===== src/dlr_pkg.sv =====
// Shared types and constants for the DDA line rasterizer.
package dlr_pkg;

	localparam int CFG_W    = 12;
	localparam int ADDR_W   = 22;
	localparam int COLOR_W  = 32;
	localparam int CFG_IDX_W = 1;

	localparam logic [CFG_IDX_W-1:0] CFG_IDX_WIDTH  = 1'b0;
	localparam logic [CFG_IDX_W-1:0] CFG_IDX_HEIGHT = 1'b1;

	localparam logic KIND_START = 1'b0;
	localparam logic KIND_TICK  = 1'b1;

	localparam logic [CFG_W-1:0] WIDTH_RESET  = 12'd640;
	localparam logic [CFG_W-1:0] HEIGHT_RESET = 12'd480;

	typedef struct packed {
		logic [CFG_W-1:0] width;
		logic [CFG_W-1:0] height;
	} canvas_t;

endpackage


===== src/dlr_front.sv =====
// Front end: accepts items, runs line setup (steps and increments) and queues commands.
module dlr_front #(
	parameter int FRAC_BITS  = 16,
	parameter int COORD_BITS = 12
) (
	input  logic                              clk,
	input  logic                              arst_n,
	input  logic                              in_valid,
	output logic                              in_ready,
	input  logic                              kind,
	input  logic [COORD_BITS-1:0]             x_start,
	input  logic [COORD_BITS-1:0]             y_start,
	input  logic [COORD_BITS-1:0]             x_end,
	input  logic [COORD_BITS-1:0]             y_end,
	input  logic [dlr_pkg::COLOR_W-1:0]       line_color,
	input  logic                              q_full,
	output logic                              push,
	output logic [1+2*COORD_BITS+2*(FRAC_BITS+2)+COORD_BITS+dlr_pkg::COLOR_W-1:0] push_data
);

	localparam int MAG_W = COORD_BITS;
	localparam int REM_W = MAG_W + 1;
	localparam int Q_W   = FRAC_BITS + 1;
	localparam int INC_W = FRAC_BITS + 2;
	localparam int CNT_W = $clog2(Q_W);
	localparam int ENT_W = 1 + 2*COORD_BITS + 2*INC_W + MAG_W + dlr_pkg::COLOR_W;

	typedef enum logic [2:0] {
		F_IDLE = 3'b001,
		F_DIV  = 3'b010,
		F_PUSH = 3'b100
	} front_state_t;

	front_state_t state_q;
	logic [CNT_W-1:0] cnt_q;

	logic [COORD_BITS-1:0]       xs_q, ys_q;
	logic [dlr_pkg::COLOR_W-1:0] color_q;
	logic [MAG_W-1:0]            steps_q;
	logic                        neg_x_q, neg_y_q;
	logic [REM_W-1:0]            rem_x_q, rem_y_q;
	logic [Q_W-1:0]              quo_x_q, quo_y_q;

	logic                  acc;
	logic [COORD_BITS:0]   dx_d, dy_d, ndx_d, ndy_d;
	logic [MAG_W-1:0]      abs_x, abs_y, steps_d;
	logic                  ge_x, ge_y;
	logic [REM_W-1:0]      r1_x, r1_y, div_s;
	logic [INC_W-1:0]      qx_ext, qy_ext, inc_x, inc_y;

	assign in_ready = (state_q == F_IDLE) && !q_full;
	assign acc      = in_valid && in_ready;

	assign dx_d  = {x_end[COORD_BITS-1], x_end} - {x_start[COORD_BITS-1], x_start};
	assign dy_d  = {y_end[COORD_BITS-1], y_end} - {y_start[COORD_BITS-1], y_start};
	assign ndx_d = -dx_d;
	assign ndy_d = -dy_d;
	assign abs_x = dx_d[COORD_BITS] ? ndx_d[MAG_W-1:0] : dx_d[MAG_W-1:0];
	assign abs_y = dy_d[COORD_BITS] ? ndy_d[MAG_W-1:0] : dy_d[MAG_W-1:0];
	assign steps_d = (abs_x > abs_y) ? abs_x : abs_y;

	// one restoring-division step per cycle on each axis
	assign div_s = {1'b0, steps_q};
	assign ge_x  = rem_x_q >= div_s;
	assign ge_y  = rem_y_q >= div_s;
	assign r1_x  = ge_x ? rem_x_q - div_s : rem_x_q;
	assign r1_y  = ge_y ? rem_y_q - div_s : rem_y_q;

	assign qx_ext = {1'b0, quo_x_q};
	assign qy_ext = {1'b0, quo_y_q};
	assign inc_x  = neg_x_q ? -qx_ext : qx_ext;
	assign inc_y  = neg_y_q ? -qy_ext : qy_ext;

	assign push = (acc && kind == dlr_pkg::KIND_TICK) || (state_q == F_PUSH && !q_full);

	always_comb begin
		if (state_q == F_PUSH) begin
			push_data = {dlr_pkg::KIND_START, xs_q, ys_q, inc_x, inc_y, steps_q, color_q};
		end else begin
			push_data = {dlr_pkg::KIND_TICK, {(ENT_W-1){1'b0}}};
		end
	end

	always_ff @(posedge clk or negedge arst_n) begin
		if (!arst_n) begin
			state_q <= F_IDLE;
			cnt_q   <= '0;
		end else begin
			case (state_q)
				F_IDLE: begin
					if (acc && kind == dlr_pkg::KIND_START) begin
						state_q <= F_DIV;
						cnt_q   <= CNT_W'(Q_W - 1);
					end
				end
				F_DIV: begin
					if (cnt_q == '0) begin
						state_q <= F_PUSH;
					end else begin
						cnt_q <= cnt_q - 1'b1;
					end
				end
				F_PUSH: begin
					if (!q_full) begin
						state_q <= F_IDLE;
					end
				end
				default: state_q <= F_IDLE;
			endcase
		end
	end

	always_ff @(posedge clk) begin
		if (acc && kind == dlr_pkg::KIND_START) begin
			xs_q    <= x_start;
			ys_q    <= y_start;
			color_q <= line_color;
			steps_q <= steps_d;
			neg_x_q <= dx_d[COORD_BITS];
			neg_y_q <= dy_d[COORD_BITS];
			rem_x_q <= {1'b0, abs_x};
			rem_y_q <= {1'b0, abs_y};
			quo_x_q <= '0;
			quo_y_q <= '0;
		end else if (state_q == F_DIV) begin
			rem_x_q <= {r1_x[MAG_W-1:0], 1'b0};
			rem_y_q <= {r1_y[MAG_W-1:0], 1'b0};
			quo_x_q <= {quo_x_q[Q_W-2:0], ge_x};
			quo_y_q <= {quo_y_q[Q_W-2:0], ge_y};
		end
	end

endmodule


===== src/dlr_queue.sv =====
// Small first-word-fall-through command queue between front and back.
module dlr_queue #(
	parameter int WIDTH = 8,
	parameter int DEPTH = 4
) (
	input  logic             clk,
	input  logic             arst_n,
	input  logic             push,
	input  logic [WIDTH-1:0] wr_data,
	input  logic             pop,
	output logic             full,
	output logic             rd_valid,
	output logic [WIDTH-1:0] rd_data
);

	localparam int PTR_W = (DEPTH > 1) ? $clog2(DEPTH) : 1;
	localparam int CNT_W = $clog2(DEPTH + 1);

	logic [WIDTH-1:0] mem_q [DEPTH];
	logic [PTR_W-1:0] wr_ptr_q, rd_ptr_q;
	logic [CNT_W-1:0] count_q;
	logic             do_push, do_pop;

	assign full     = count_q == CNT_W'(DEPTH);
	assign rd_valid = count_q != '0;
	assign rd_data  = mem_q[rd_ptr_q];
	assign do_push  = push && !full;
	assign do_pop   = pop && rd_valid;

	always_ff @(posedge clk or negedge arst_n) begin
		if (!arst_n) begin
			wr_ptr_q <= '0;
			rd_ptr_q <= '0;
			count_q  <= '0;
		end else begin
			if (do_push) begin
				wr_ptr_q <= (wr_ptr_q == PTR_W'(DEPTH - 1)) ? '0 : wr_ptr_q + 1'b1;
			end
			if (do_pop) begin
				rd_ptr_q <= (rd_ptr_q == PTR_W'(DEPTH - 1)) ? '0 : rd_ptr_q + 1'b1;
			end
			if (do_push && !do_pop) begin
				count_q <= count_q + 1'b1;
			end else if (do_pop && !do_push) begin
				count_q <= count_q - 1'b1;
			end
		end
	end

	always_ff @(posedge clk) begin
		if (do_push) begin
			mem_q[wr_ptr_q] <= wr_data;
		end
	end

endmodule


===== src/dlr_back.sv =====
// Back end: holds the active line, steps the position and emits clipped pixels.
module dlr_back #(
	parameter int FRAC_BITS  = 16,
	parameter int COORD_BITS = 12
) (
	input  logic                              clk,
	input  logic                              arst_n,
	input  dlr_pkg::canvas_t                  canvas,
	input  logic                              q_valid,
	input  logic [1+2*COORD_BITS+2*(FRAC_BITS+2)+COORD_BITS+dlr_pkg::COLOR_W-1:0] q_data,
	output logic                              pop,
	output logic                              out_valid,
	input  logic                              out_ready,
	output logic                              inside_res,
	output logic [COORD_BITS-1:0]             pixel_x,
	output logic [COORD_BITS-1:0]             pixel_y,
	output logic [dlr_pkg::ADDR_W-1:0]        address,
	output logic [dlr_pkg::COLOR_W-1:0]       write_color,
	output logic                              last
);

	localparam int MAG_W  = COORD_BITS;
	localparam int INC_W  = FRAC_BITS + 2;
	localparam int POS_W  = COORD_BITS + FRAC_BITS + 2;
	localparam int IP_W   = POS_W - FRAC_BITS;
	localparam int CMP_W  = ((COORD_BITS > dlr_pkg::CFG_W) ? COORD_BITS : dlr_pkg::CFG_W) + 1;
	localparam int PROD_R = COORD_BITS + dlr_pkg::CFG_W + 1;
	localparam int PROD_W = (PROD_R > dlr_pkg::ADDR_W) ? PROD_R : dlr_pkg::ADDR_W;

	logic                        e_kind;
	logic [COORD_BITS-1:0]       e_xs, e_ys;
	logic [INC_W-1:0]            e_inc_x, e_inc_y;
	logic [MAG_W-1:0]            e_steps;
	logic [dlr_pkg::COLOR_W-1:0] e_color;

	logic [POS_W-1:0]            pos_x_q, pos_y_q;
	logic [INC_W-1:0]            inc_x_q, inc_y_q;
	logic [MAG_W-1:0]            steps_q;
	logic [dlr_pkg::COLOR_W-1:0] color_q;

	logic                        valid_s1;
	logic [COORD_BITS-1:0]       px_s1, py_s1;
	logic                        inside_s1, last_s1;
	logic [dlr_pkg::COLOR_W-1:0] color_s1;

	logic                        valid_s2, inside_s2, last_s2;
	logic [COORD_BITS-1:0]       px_s2, py_s2;
	logic [dlr_pkg::ADDR_W-1:0]  addr_s2;
	logic [dlr_pkg::COLOR_W-1:0] color_s2;

	logic             en_s1, en_s2, active, fire, is_start;
	logic             rnd_x, rnd_y;
	logic [IP_W-1:0]  ip_x, ip_y;
	logic [COORD_BITS-1:0] px_d, py_d;
	logic             inside_d;
	logic [PROD_W-1:0] addr_full;

	assign {e_kind, e_xs, e_ys, e_inc_x, e_inc_y, e_steps, e_color} = q_data;

	assign en_s2    = !valid_s2 || out_ready;
	assign en_s1    = !valid_s1 || en_s2;
	assign pop      = q_valid && en_s1;
	assign active   = steps_q != '0;
	assign is_start = pop && e_kind == dlr_pkg::KIND_START;
	assign fire     = pop && e_kind == dlr_pkg::KIND_TICK && active;

	// truncate toward zero: floor, plus one for a negative value with a fraction
	assign rnd_x = pos_x_q[POS_W-1] && (|pos_x_q[FRAC_BITS-1:0]);
	assign rnd_y = pos_y_q[POS_W-1] && (|pos_y_q[FRAC_BITS-1:0]);
	assign ip_x  = pos_x_q[POS_W-1:FRAC_BITS] + IP_W'(rnd_x);
	assign ip_y  = pos_y_q[POS_W-1:FRAC_BITS] + IP_W'(rnd_y);
	assign px_d  = ip_x[COORD_BITS-1:0];
	assign py_d  = ip_y[COORD_BITS-1:0];

	assign inside_d = !px_d[COORD_BITS-1] && !py_d[COORD_BITS-1]
		&& (CMP_W'(px_d) < CMP_W'(canvas.width))
		&& (CMP_W'(py_d) < CMP_W'(canvas.height));

	assign addr_full = PROD_W'(py_s1) * PROD_W'(canvas.width) + PROD_W'(px_s1);

	always_ff @(posedge clk or negedge arst_n) begin
		if (!arst_n) begin
			steps_q  <= '0;
			valid_s1 <= 1'b0;
			valid_s2 <= 1'b0;
		end else begin
			if (is_start) begin
				steps_q <= e_steps;
			end else if (fire) begin
				steps_q <= steps_q - 1'b1;
			end
			if (en_s1) begin
				valid_s1 <= fire;
			end
			if (en_s2) begin
				valid_s2 <= valid_s1;
			end
		end
	end

	always_ff @(posedge clk) begin
		if (is_start) begin
			pos_x_q <= {{(POS_W-COORD_BITS-FRAC_BITS){e_xs[COORD_BITS-1]}}, e_xs,
				{FRAC_BITS{1'b0}}};
			pos_y_q <= {{(POS_W-COORD_BITS-FRAC_BITS){e_ys[COORD_BITS-1]}}, e_ys,
				{FRAC_BITS{1'b0}}};
			inc_x_q <= e_inc_x;
			inc_y_q <= e_inc_y;
			color_q <= e_color;
		end else if (fire) begin
			pos_x_q <= pos_x_q + {{(POS_W-INC_W){inc_x_q[INC_W-1]}}, inc_x_q};
			pos_y_q <= pos_y_q + {{(POS_W-INC_W){inc_y_q[INC_W-1]}}, inc_y_q};
		end
		if (fire) begin
			px_s1     <= px_d;
			py_s1     <= py_d;
			inside_s1 <= inside_d;
			last_s1   <= steps_q == MAG_W'(1);
			color_s1  <= color_q;
		end
		if (en_s2 && valid_s1) begin
			px_s2     <= px_s1;
			py_s2     <= py_s1;
			inside_s2 <= inside_s1;
			last_s2   <= last_s1;
			color_s2  <= color_s1;
			addr_s2   <= inside_s1 ? addr_full[dlr_pkg::ADDR_W-1:0] : '0;
		end
	end

	assign out_valid   = valid_s2;
	assign inside_res  = inside_s2;
	assign pixel_x     = px_s2;
	assign pixel_y     = py_s2;
	assign address     = addr_s2;
	assign write_color = color_s2;
	assign last        = last_s2;

endmodule


===== src/dda_line_rasterizer.sv =====
// Top level of the DDA line rasterizer: canvas registers, front end, queue, back end.
//
// Input channel (in_valid/in_ready): kind 0 starts a line from the two endpoints
// and color; kind 1 is a tick that emits the next pixel of the active line.
// Output channel (out_valid/out_ready): one beat per productive tick, carrying
// position, clip flag, linear address, color and a last flag.
// Config channel (cfg_valid/cfg_ready/cfg_index/cfg_data): index 0 canvas width,
// index 1 canvas height; always ready. The user must ensure it is written only while
// the block is idle; the block does not enforce this. Throughput: ticks move at one
// per cycle while the queue has room. A start beat holds the front end, which takes
// no new item while the increment divider resolves one quotient bit per cycle and
// the setup is queued. A tick passes register s1, then s2, to the output.
// Reset: canvas is 640 x 480, no line is active, the command queue is empty.
// When the receiver stalls the output beat holds, the back end stops, the
// 4-entry queue fills and in_ready drops.
module dda_line_rasterizer #(
	parameter int FRAC_BITS  = 16,
	parameter int COORD_BITS = 12
) (
	input  logic                                clk,
	input  logic                                arst_n,
	input  logic                                cfg_valid,
	output logic                                cfg_ready,
	input  logic [dlr_pkg::CFG_IDX_W-1:0]       cfg_index,
	input  logic [dlr_pkg::CFG_W-1:0]           cfg_data,
	input  logic                                in_valid,
	output logic                                in_ready,
	input  logic                                kind,
	input  logic [COORD_BITS-1:0]               x_start,
	input  logic [COORD_BITS-1:0]               y_start,
	input  logic [COORD_BITS-1:0]               x_end,
	input  logic [COORD_BITS-1:0]               y_end,
	input  logic [dlr_pkg::COLOR_W-1:0]         line_color,
	output logic                                out_valid,
	input  logic                                out_ready,
	output logic                                inside_res,
	output logic [COORD_BITS-1:0]               pixel_x,
	output logic [COORD_BITS-1:0]               pixel_y,
	output logic [dlr_pkg::ADDR_W-1:0]          address,
	output logic [dlr_pkg::COLOR_W-1:0]         write_color,
	output logic                                last
);

	localparam int ENT_W = 1 + 2*COORD_BITS + 2*(FRAC_BITS+2) + COORD_BITS + dlr_pkg::COLOR_W;
	localparam int Q_DEPTH = 4;

	dlr_pkg::canvas_t canvas_q;

	logic             push, q_full, q_valid, pop;
	logic [ENT_W-1:0] push_data, q_data;

	assign cfg_ready = 1'b1;

	always_ff @(posedge clk or negedge arst_n) begin
		if (!arst_n) begin
			canvas_q.width  <= dlr_pkg::WIDTH_RESET;
			canvas_q.height <= dlr_pkg::HEIGHT_RESET;
		end else if (cfg_valid) begin
			case (cfg_index)
				dlr_pkg::CFG_IDX_WIDTH:  canvas_q.width  <= cfg_data;
				dlr_pkg::CFG_IDX_HEIGHT: canvas_q.height <= cfg_data;
				default: ;
			endcase
		end
	end

	dlr_front #(
		.FRAC_BITS  (FRAC_BITS),
		.COORD_BITS (COORD_BITS)
	) u_front (
		.clk        (clk),
		.arst_n     (arst_n),
		.in_valid   (in_valid),
		.in_ready   (in_ready),
		.kind       (kind),
		.x_start    (x_start),
		.y_start    (y_start),
		.x_end      (x_end),
		.y_end      (y_end),
		.line_color (line_color),
		.q_full     (q_full),
		.push       (push),
		.push_data  (push_data)
	);

	dlr_queue #(
		.WIDTH (ENT_W),
		.DEPTH (Q_DEPTH)
	) u_queue (
		.clk      (clk),
		.arst_n   (arst_n),
		.push     (push),
		.wr_data  (push_data),
		.pop      (pop),
		.full     (q_full),
		.rd_valid (q_valid),
		.rd_data  (q_data)
	);

	dlr_back #(
		.FRAC_BITS  (FRAC_BITS),
		.COORD_BITS (COORD_BITS)
	) u_back (
		.clk         (clk),
		.arst_n      (arst_n),
		.canvas      (canvas_q),
		.q_valid     (q_valid),
		.q_data      (q_data),
		.pop         (pop),
		.out_valid   (out_valid),
		.out_ready   (out_ready),
		.inside_res  (inside_res),
		.pixel_x     (pixel_x),
		.pixel_y     (pixel_y),
		.address     (address),
		.write_color (write_color),
		.last        (last)
	);

endmodule

===== config.mk =====
export PLATFORM = sky130hd
export DESIGN_NAME = dda_line_rasterizer
export DESIGN_NICKNAME = d
export VERILOG_FILES = /design/src/dlr_pkg.sv /design/src/dlr_front.sv /design/src/dlr_queue.sv /design/src/dlr_back.sv /design/src/dda_line_rasterizer.sv
export SDC_FILE = /design/constraint.sdc
export NUM_CORES = 1
export LEC_CHECK = 0
export BUFFER_PORTS_ARGS = -buffer_cell sky130_fd_sc_hd__buf_2
export CORE_ASPECT_RATIO = 1.2
export CORE_MARGIN = 5
export CORE_UTILIZATION = 49
export CTS_CLUSTER_SIZE = 28
export DETAILED_ROUTE_END_ITERATION = 10
export PLACE_DENSITY = 0.66
export REMOVE_ABC_BUFFERS = 1
export SYNTH_ARGS = -nofsm -noshare
export SYNTH_HDL_FRONTEND = slang
export SYNTH_SLANG_ARGS = --single-unit

===== constraint.sdc =====
create_clock -name clk -period 7.2 [get_ports clk]
set_input_delay 0.72 -clock clk [delete_from_list [all_inputs] [get_ports clk]]
set_output_delay 0.72 -clock clk [all_outputs]
set_load 0.02 [all_outputs]

; Yosys cells after proc, flatten, opt, wreduce, memory -nomap -nowiden
; Memories as Yosys holds them, arrays and structs flattened.
; Cells that the tools add are included.
[totals]
out_inout_bits = 83
input_bits = 99
ff_bits = 449
wordCells = 153
ramBits = 420
mem_count = 1
[mem_list]
columns = memory, words, word_bits, read_ports, rd_ports_with_merged_regs, write_ports, line_no
row1 = u_queue.mem_q, 4, 105, 1, 0, 1, dlr_queue.sv:19  ; logic [WIDTH-1:0] mem_q [DEPTH];
[classes]
eq_ne = 11
reduce_logical = 42
n_bitwise = 3
muxes = 31
addsub = 19
n_mul = 1
order_cmp = 5
[ops]
columns = cell, n
row1 = 12-bit 2-to-1 mux, 11
row2 = 30-bit 2-to-1 mux, 4
row3 = 105-bit 2-to-1 mux, 1
row4 = 30-bit adder, 2
row5 = 18-bit 2-to-1 mux, 2
row6 = 17-bit negation with 18-bit output, 2
row7 = 16-bit OR reduction, 2
row8 = 13-bit by 12-bit >= comparator with 1-bit output, 2
row9 = 12-bit by 12-bit subtractor with 13-bit output, 2
row10 = 12-bit by 1-bit adder with 12-bit output, 2
row11 = 12-bit less-than comparator, 2
row12 = 12-bit negation, 2
row13 = 12-bit subtractor, 2
row14 = 22-bit by 12-bit adder with 22-bit output, 1
row15 = 12-bit by 12-bit multiplier with 22-bit output, 1
row16 = 1-bit logical AND, 19
row17 = 3-bit 2-to-1 mux, 5
row18 = 12-bit by 1-bit equality test with 1-bit output (second input constant), 1
row19 = 12-bit > comparator, 1
row20 = 12-bit nonzero test, 1
row21 = 12-bit by 1-bit subtractor with 12-bit output (second input constant), 1
row22 = 5-bit 2-to-1 mux, 2
row23 = 5-bit one-hot mux with 2 select lines, 1
row24 = 3-bit one-hot mux with 3 select lines, 1
row25 = 20 further kinds, 42

; Logic depth before layout (Yosys ltp)
[logic_depth]
depth_word = 11
mapped_depth = 23
depth_no_buf = 22

; Cells and area by module
; From an unflattened synthesis, not the netlist that was laid out.
[unflattened]
hier_cells = 3378
hier_area_um2 = 44448.9
[modules_own_cells]
columns = mod, cells_each, seq_area_each_um2, instances, area_per_inst_um2
row1 = dlr_back, 1675, 8017.7, 1, 18265.0
row2 = dlr_queue, 586, 12787.3, 1, 15558.7
row3 = dlr_front, 1063, 3744.8, 1, 9653.0
row4 = dda_line_rasterizer, 54, 608.1, 1, 972.2

; Worst setup path before layout
; No wires, ideal clock.
[synth_path]
path_type = reg-to-reg
startpoint = register canvas_q[19] (netlist name)
endpoint = register u_back.addr_s2, in the netlist u_back.address[20] (data pin)
path_stages_with_launch = 21
setup_slack_ns = 1.625
period_less_slack_ns = 5.575
arrival_ns = 5.320
required_time_ns = 6.945
setup_ns = 0.255
n_path_buf = 1
path_cell_list = dfstp_2 -> clkbuf_1 -> nand2_1 -> fa_1 -> inv_1 -> fa_1 -> fa_1 -> fa_1 -> inv_1 -> fa_1 -> inv_1 -> ha_1 -> a21o_1 -> a21oi_1 -> nor3b_1 -> o211ai_1 -> a41oi_1 -> o21bai_1 -> a21boi_0 -> xnor2_1 -> and2_1
[synth_between]
elab_chain_cells = 2
[synth_rtl]
columns = item, line_no
row1 = from (decl), dda_line_rasterizer.sv:47  ; dlr_pkg::canvas_t canvas_q;
row2 = 12-bit by 12-bit multiplier with 22-bit output, dlr_back.sv:79  ; assign addr_full = PROD_W'(py_s1) * PROD_W'(canvas.width) + PROD_W'(px_s1);
row3 = 22-bit by 12-bit adder with 22-bit output, dlr_back.sv:79
row4 = to (signal assigned), dlr_back.sv:127  ; addr_s2 <= inside_s1 ? addr_full[dlr_pkg::ADDR_W-1:0] : '0;
row5 = to (decl), dlr_back.sv:48  ; logic [dlr_pkg::ADDR_W-1:0] addr_s2;
; No other way between the ends.
; A chain may end at the register's enable or synchronous reset.

; Final worst setup path
[layout_path]
startpoint = register u_back.py_s1[2]
endpoint = register u_back.addr_s2, in the netlist u_back.address[20] (data pin)
[layout_between]
elab_chain_cells = 2
[layout_rtl]
columns = item, line_no
row1 = from (decl), dlr_back.sv:42  ; logic [COORD_BITS-1:0] px_s1, py_s1;
row2 = from (signal assigned), dlr_back.sv:116  ; py_s1 <= py_d;
row3 = 12-bit by 12-bit multiplier with 22-bit output, dlr_back.sv:79
row4 = 22-bit by 12-bit adder with 22-bit output, dlr_back.sv:79
; No other way between the ends.

==> impl_metrics.env <==
export IMPL_critPathLaunchType="flip-flop"
export IMPL_grt_pass1_vias=26100
export IMPL_grt_max_degree=67
export IMPL_drv_slew=0
export IMPL_drc_errors=0
export IMPL_grt_pass1_wl_mm=144
export IMPL_cts_sinks=869
export IMPL_utilization=0.552
export IMPL_gp_congestion=0.846
export IMPL_grt_ovfl_total=0
export IMPL_async_reset_ff_frac=0.0610
export IMPL_rsz0062_at_grt="no"
export IMPL_crit_chain="and2_1 > fa_1 > fa_1 > fa_1 > fa_1 > inv_1 > fa_1 > inv_1 > ha_1 > a21o_1 > a21oi_1 > nor3b_1 > o211ai_1 > a41oi_1 > o21bai_1 > a21boi_0 > xnor2_1 > and2_1"
export IMPL_yosysWarnings=0
export IMPL_port_buffers=180
export IMPL_maxSlewHeadroom=0.290
export IMPL_ctsHoldBuffers=0
export IMPL_slowest_delay_ns=0.60
export IMPL_mostFrequentLayoutCells="748 x edfxtp_1, 291 x inv_1, 284 x nand2_1"
export IMPL_pre_cts_ws_ns=1.21
export IMPL_skew_ns=0.0222
export IMPL_netlist_area_mm2=0.0435
export IMPL_fill_cells=7172
export IMPL_final_setup_worst_slack_ns=1.16
export IMPL_drive_gt1_frac=0.143
export IMPL_post_cts_buffers=0
export IMPL_avgRoutedWirePerCell_um=19.5
export IMPL_crit_family="adder cells"
export IMPL_cts_tree="yes"
export IMPL_synth_seq_cells=869
export IMPL_setup_viol=0
export IMPL_synth_ff_type="edfxtp_1"
export IMPL_period_needed_ns=6.04
export IMPL_cp_end_kind="flip-flop"
export IMPL_hold_violations=0
export IMPL_vias_per_cell=5.42
export IMPL_instances_no_fill=4685
export IMPL_die_w_um=282
export IMPL_die_h_um=336
export IMPL_antennaDiodeCount=0
export IMPL_area_growth_pct=11.6
export IMPL_dieArea_mm2=0.0949
export IMPL_multi_input_area_mm2=0.0168
export IMPL_cts_buffer_depth=3
export IMPL_clk_pin_slew_worst_paths_ns=0.06
export IMPL_drt_pass1_iterations=5
export IMPL_arrival_ns=6.44
export IMPL_antenna_found_initial=3
export IMPL_yosys_top_cells_area="edfxtp_1 52%, ha_1 6.3%, mux4_2 5.4%"
export IMPL_cts_resized=0
export IMPL_max_cap_violations=0
export IMPL_dp_final_hpwl_mm=62.9
export IMPL_worst_pin_slew_ns=1.06
export IMPL_core_mm2=0.0880
export IMPL_mostFrequentLayoutCell="edfxtp_1"
export IMPL_cp_required_ns=7.60
export IMPL_layout_nets=3894
export IMPL_status="completed"
export IMPL_critPathBufInv=2
export IMPL_h_tree_depth=3
export IMPL_synth_area_leader_cell="edfxtp_1"
export IMPL_syn_inst=3274
export IMPL_seqCellArea_mm2=0.0252
export IMPL_cts_root_buffer_cell="clkbuf_16"
export IMPL_path_common_cell="fa_1"
export IMPL_synth_distinct_cells=80
export IMPL_track_usage=0.192
export IMPL_numCtsBuffers=88
export IMPL_clock_fmax_mhz=166
export IMPL_fp_row_count=119
export IMPL_drt_iter0_markers=1561
export IMPL_fin_crit_sh=0.838
export IMPL_ys_seq_area_frac=0.578
export IMPL_start_util=0.494
export IMPL_hp_class="in2reg"
export IMPL_vias=25400
export IMPL_syn_avg_cell_area_um2=13.3
export IMPL_drt_wl_total_mm=91.3
export IMPL_synth_top_area_share=0.516
export IMPL_synth_edf_count=748
export IMPL_ios=182
export IMPL_crit_fanout=13
export IMPL_path_class="reg2reg"
export IMPL_slowest_stage="edfxtp_1"
export IMPL_drtAntennaViolNets=0
export IMPL_dp_cells=4519
export IMPL_worst_skew_pair_late_latency_ns=0.65
export IMPL_tns_ns=0
-- Yosys cell counts, types with 6 or more instances --
master	instances
a21o_1	45
or2_2	6
o21ai_1	18
nand3b_1	10
dfxtp_1	68
and3_1	8
nor4_1	18
edfxtp_1	748
mux2i_1	38
a211oi_1	7
o211ai_1	12
nand4_1	14
nand2_1	284
xor2_1	84
and2_1	171
clkbuf_1	92
mux2_2	18
and4_1	7
xnor2_1	109
mux4_2	105
or3_1	12
buf_1	13
o22ai_1	6
dfrtp_1	46
ha_1	218
o21a_1	20
o31ai_1	17
a21oi_1	124
a311oi_1	7
nor2b_1	26
nand2b_1	21
o21ai_0	165
o21bai_1	9
nor2_1	131
dfstp_2	7
nor3_1	28
inv_1	293
nand3_1	42
nor3b_1	7
fa_1	117
a31oi_1	16
-- final timing paths --
| check | start | endpoint | slack, ns | cells after the start |
|---|---|---|---|---|
| max in group asynchronous | arst_n | u_queue.rd_ptr_q[1] | 6.29 | 2 |
| worst min-delay path | line_color[10] | u_front.color_q[10] | 0.25 | 1 |
| worst min register to register | u_back.color_q[10] | u_back.color_s1[10] | 0.42 | 0 |
| worst max-delay path | u_back.py_s1[2] | u_back.address[20] | 1.16 | 18 |
| min in group asynchronous | arst_n | u_front.state_q[1] | 0.28 | 2 |
| worst max register to register | u_back.py_s1[2] | u_back.address[20] | 1.16 | 18 |
-- kinds of logic (layout without fill, tap and decap cells) --
logic type      count (synthesis)  count (layout)  synth area share
flops                         869             869             0.578
simple gates                  805             805            0.0920
compound gates                500             500            0.0708
buf+inv                       410             672            0.0357
fa+ha+maj                     335             335             0.117
xor+xnor                      193             193            0.0389
mux                           161             161            0.0678
other cells                     1               1         0.0000862
-- registers in the layout, summed over array words and instances (netlist names), 13 cells and up --
register / count
u_queue.mem_q: 420
u_back.color_s1: 32
canvas_q: 24
u_front.rem_y_q: 13
u_back.inc_y_q: 18
u_back.address: 22
u_front.quo_y_q: 17
u_front.color_q: 32
u_back.inc_x_q: 18
u_back.color_q: 32
u_front.rem_x_q: 13
u_back.pos_x_q: 30
u_back.pos_y_q: 30
u_front.quo_x_q: 17
u_back.write_color: 32
-- final cells by class --
class                   count  share of cell area
repair buffers            208              0.0229
clock inverters            43             0.00902
flip-flops and latches    869               0.518
well taps                1149              0.0296
inverters                 298              0.0231
multi-input cells        1995               0.346
clock buffers             123              0.0508
-- through the flow --
stage | hold slack, ns | area [um2]
detailed placement | 0.405 | 45700
floorplan | 0.400 | 43100
global placement | 0.401 | 45700
finish | 0.250 | 48600
CTS | 0.204 | 48600
global route | 0.222 | 48600
-- routing by layer --
layer  share of wire  vias to the layer above  GRT usage  wire length [um]
met1            0.42                    12600      0.251             38800
met5               0                        -          0                 0
met4           0.022                        0     0.0539              2020
met3           0.043                      121     0.0281              3920
li1                -                    12200          -                 -
met2            0.51                      503      0.337             46600
Power is left out: the tool's default activity adds up to more than one toggle a clock period on the data nets, which glitch-free logic cannot reach.
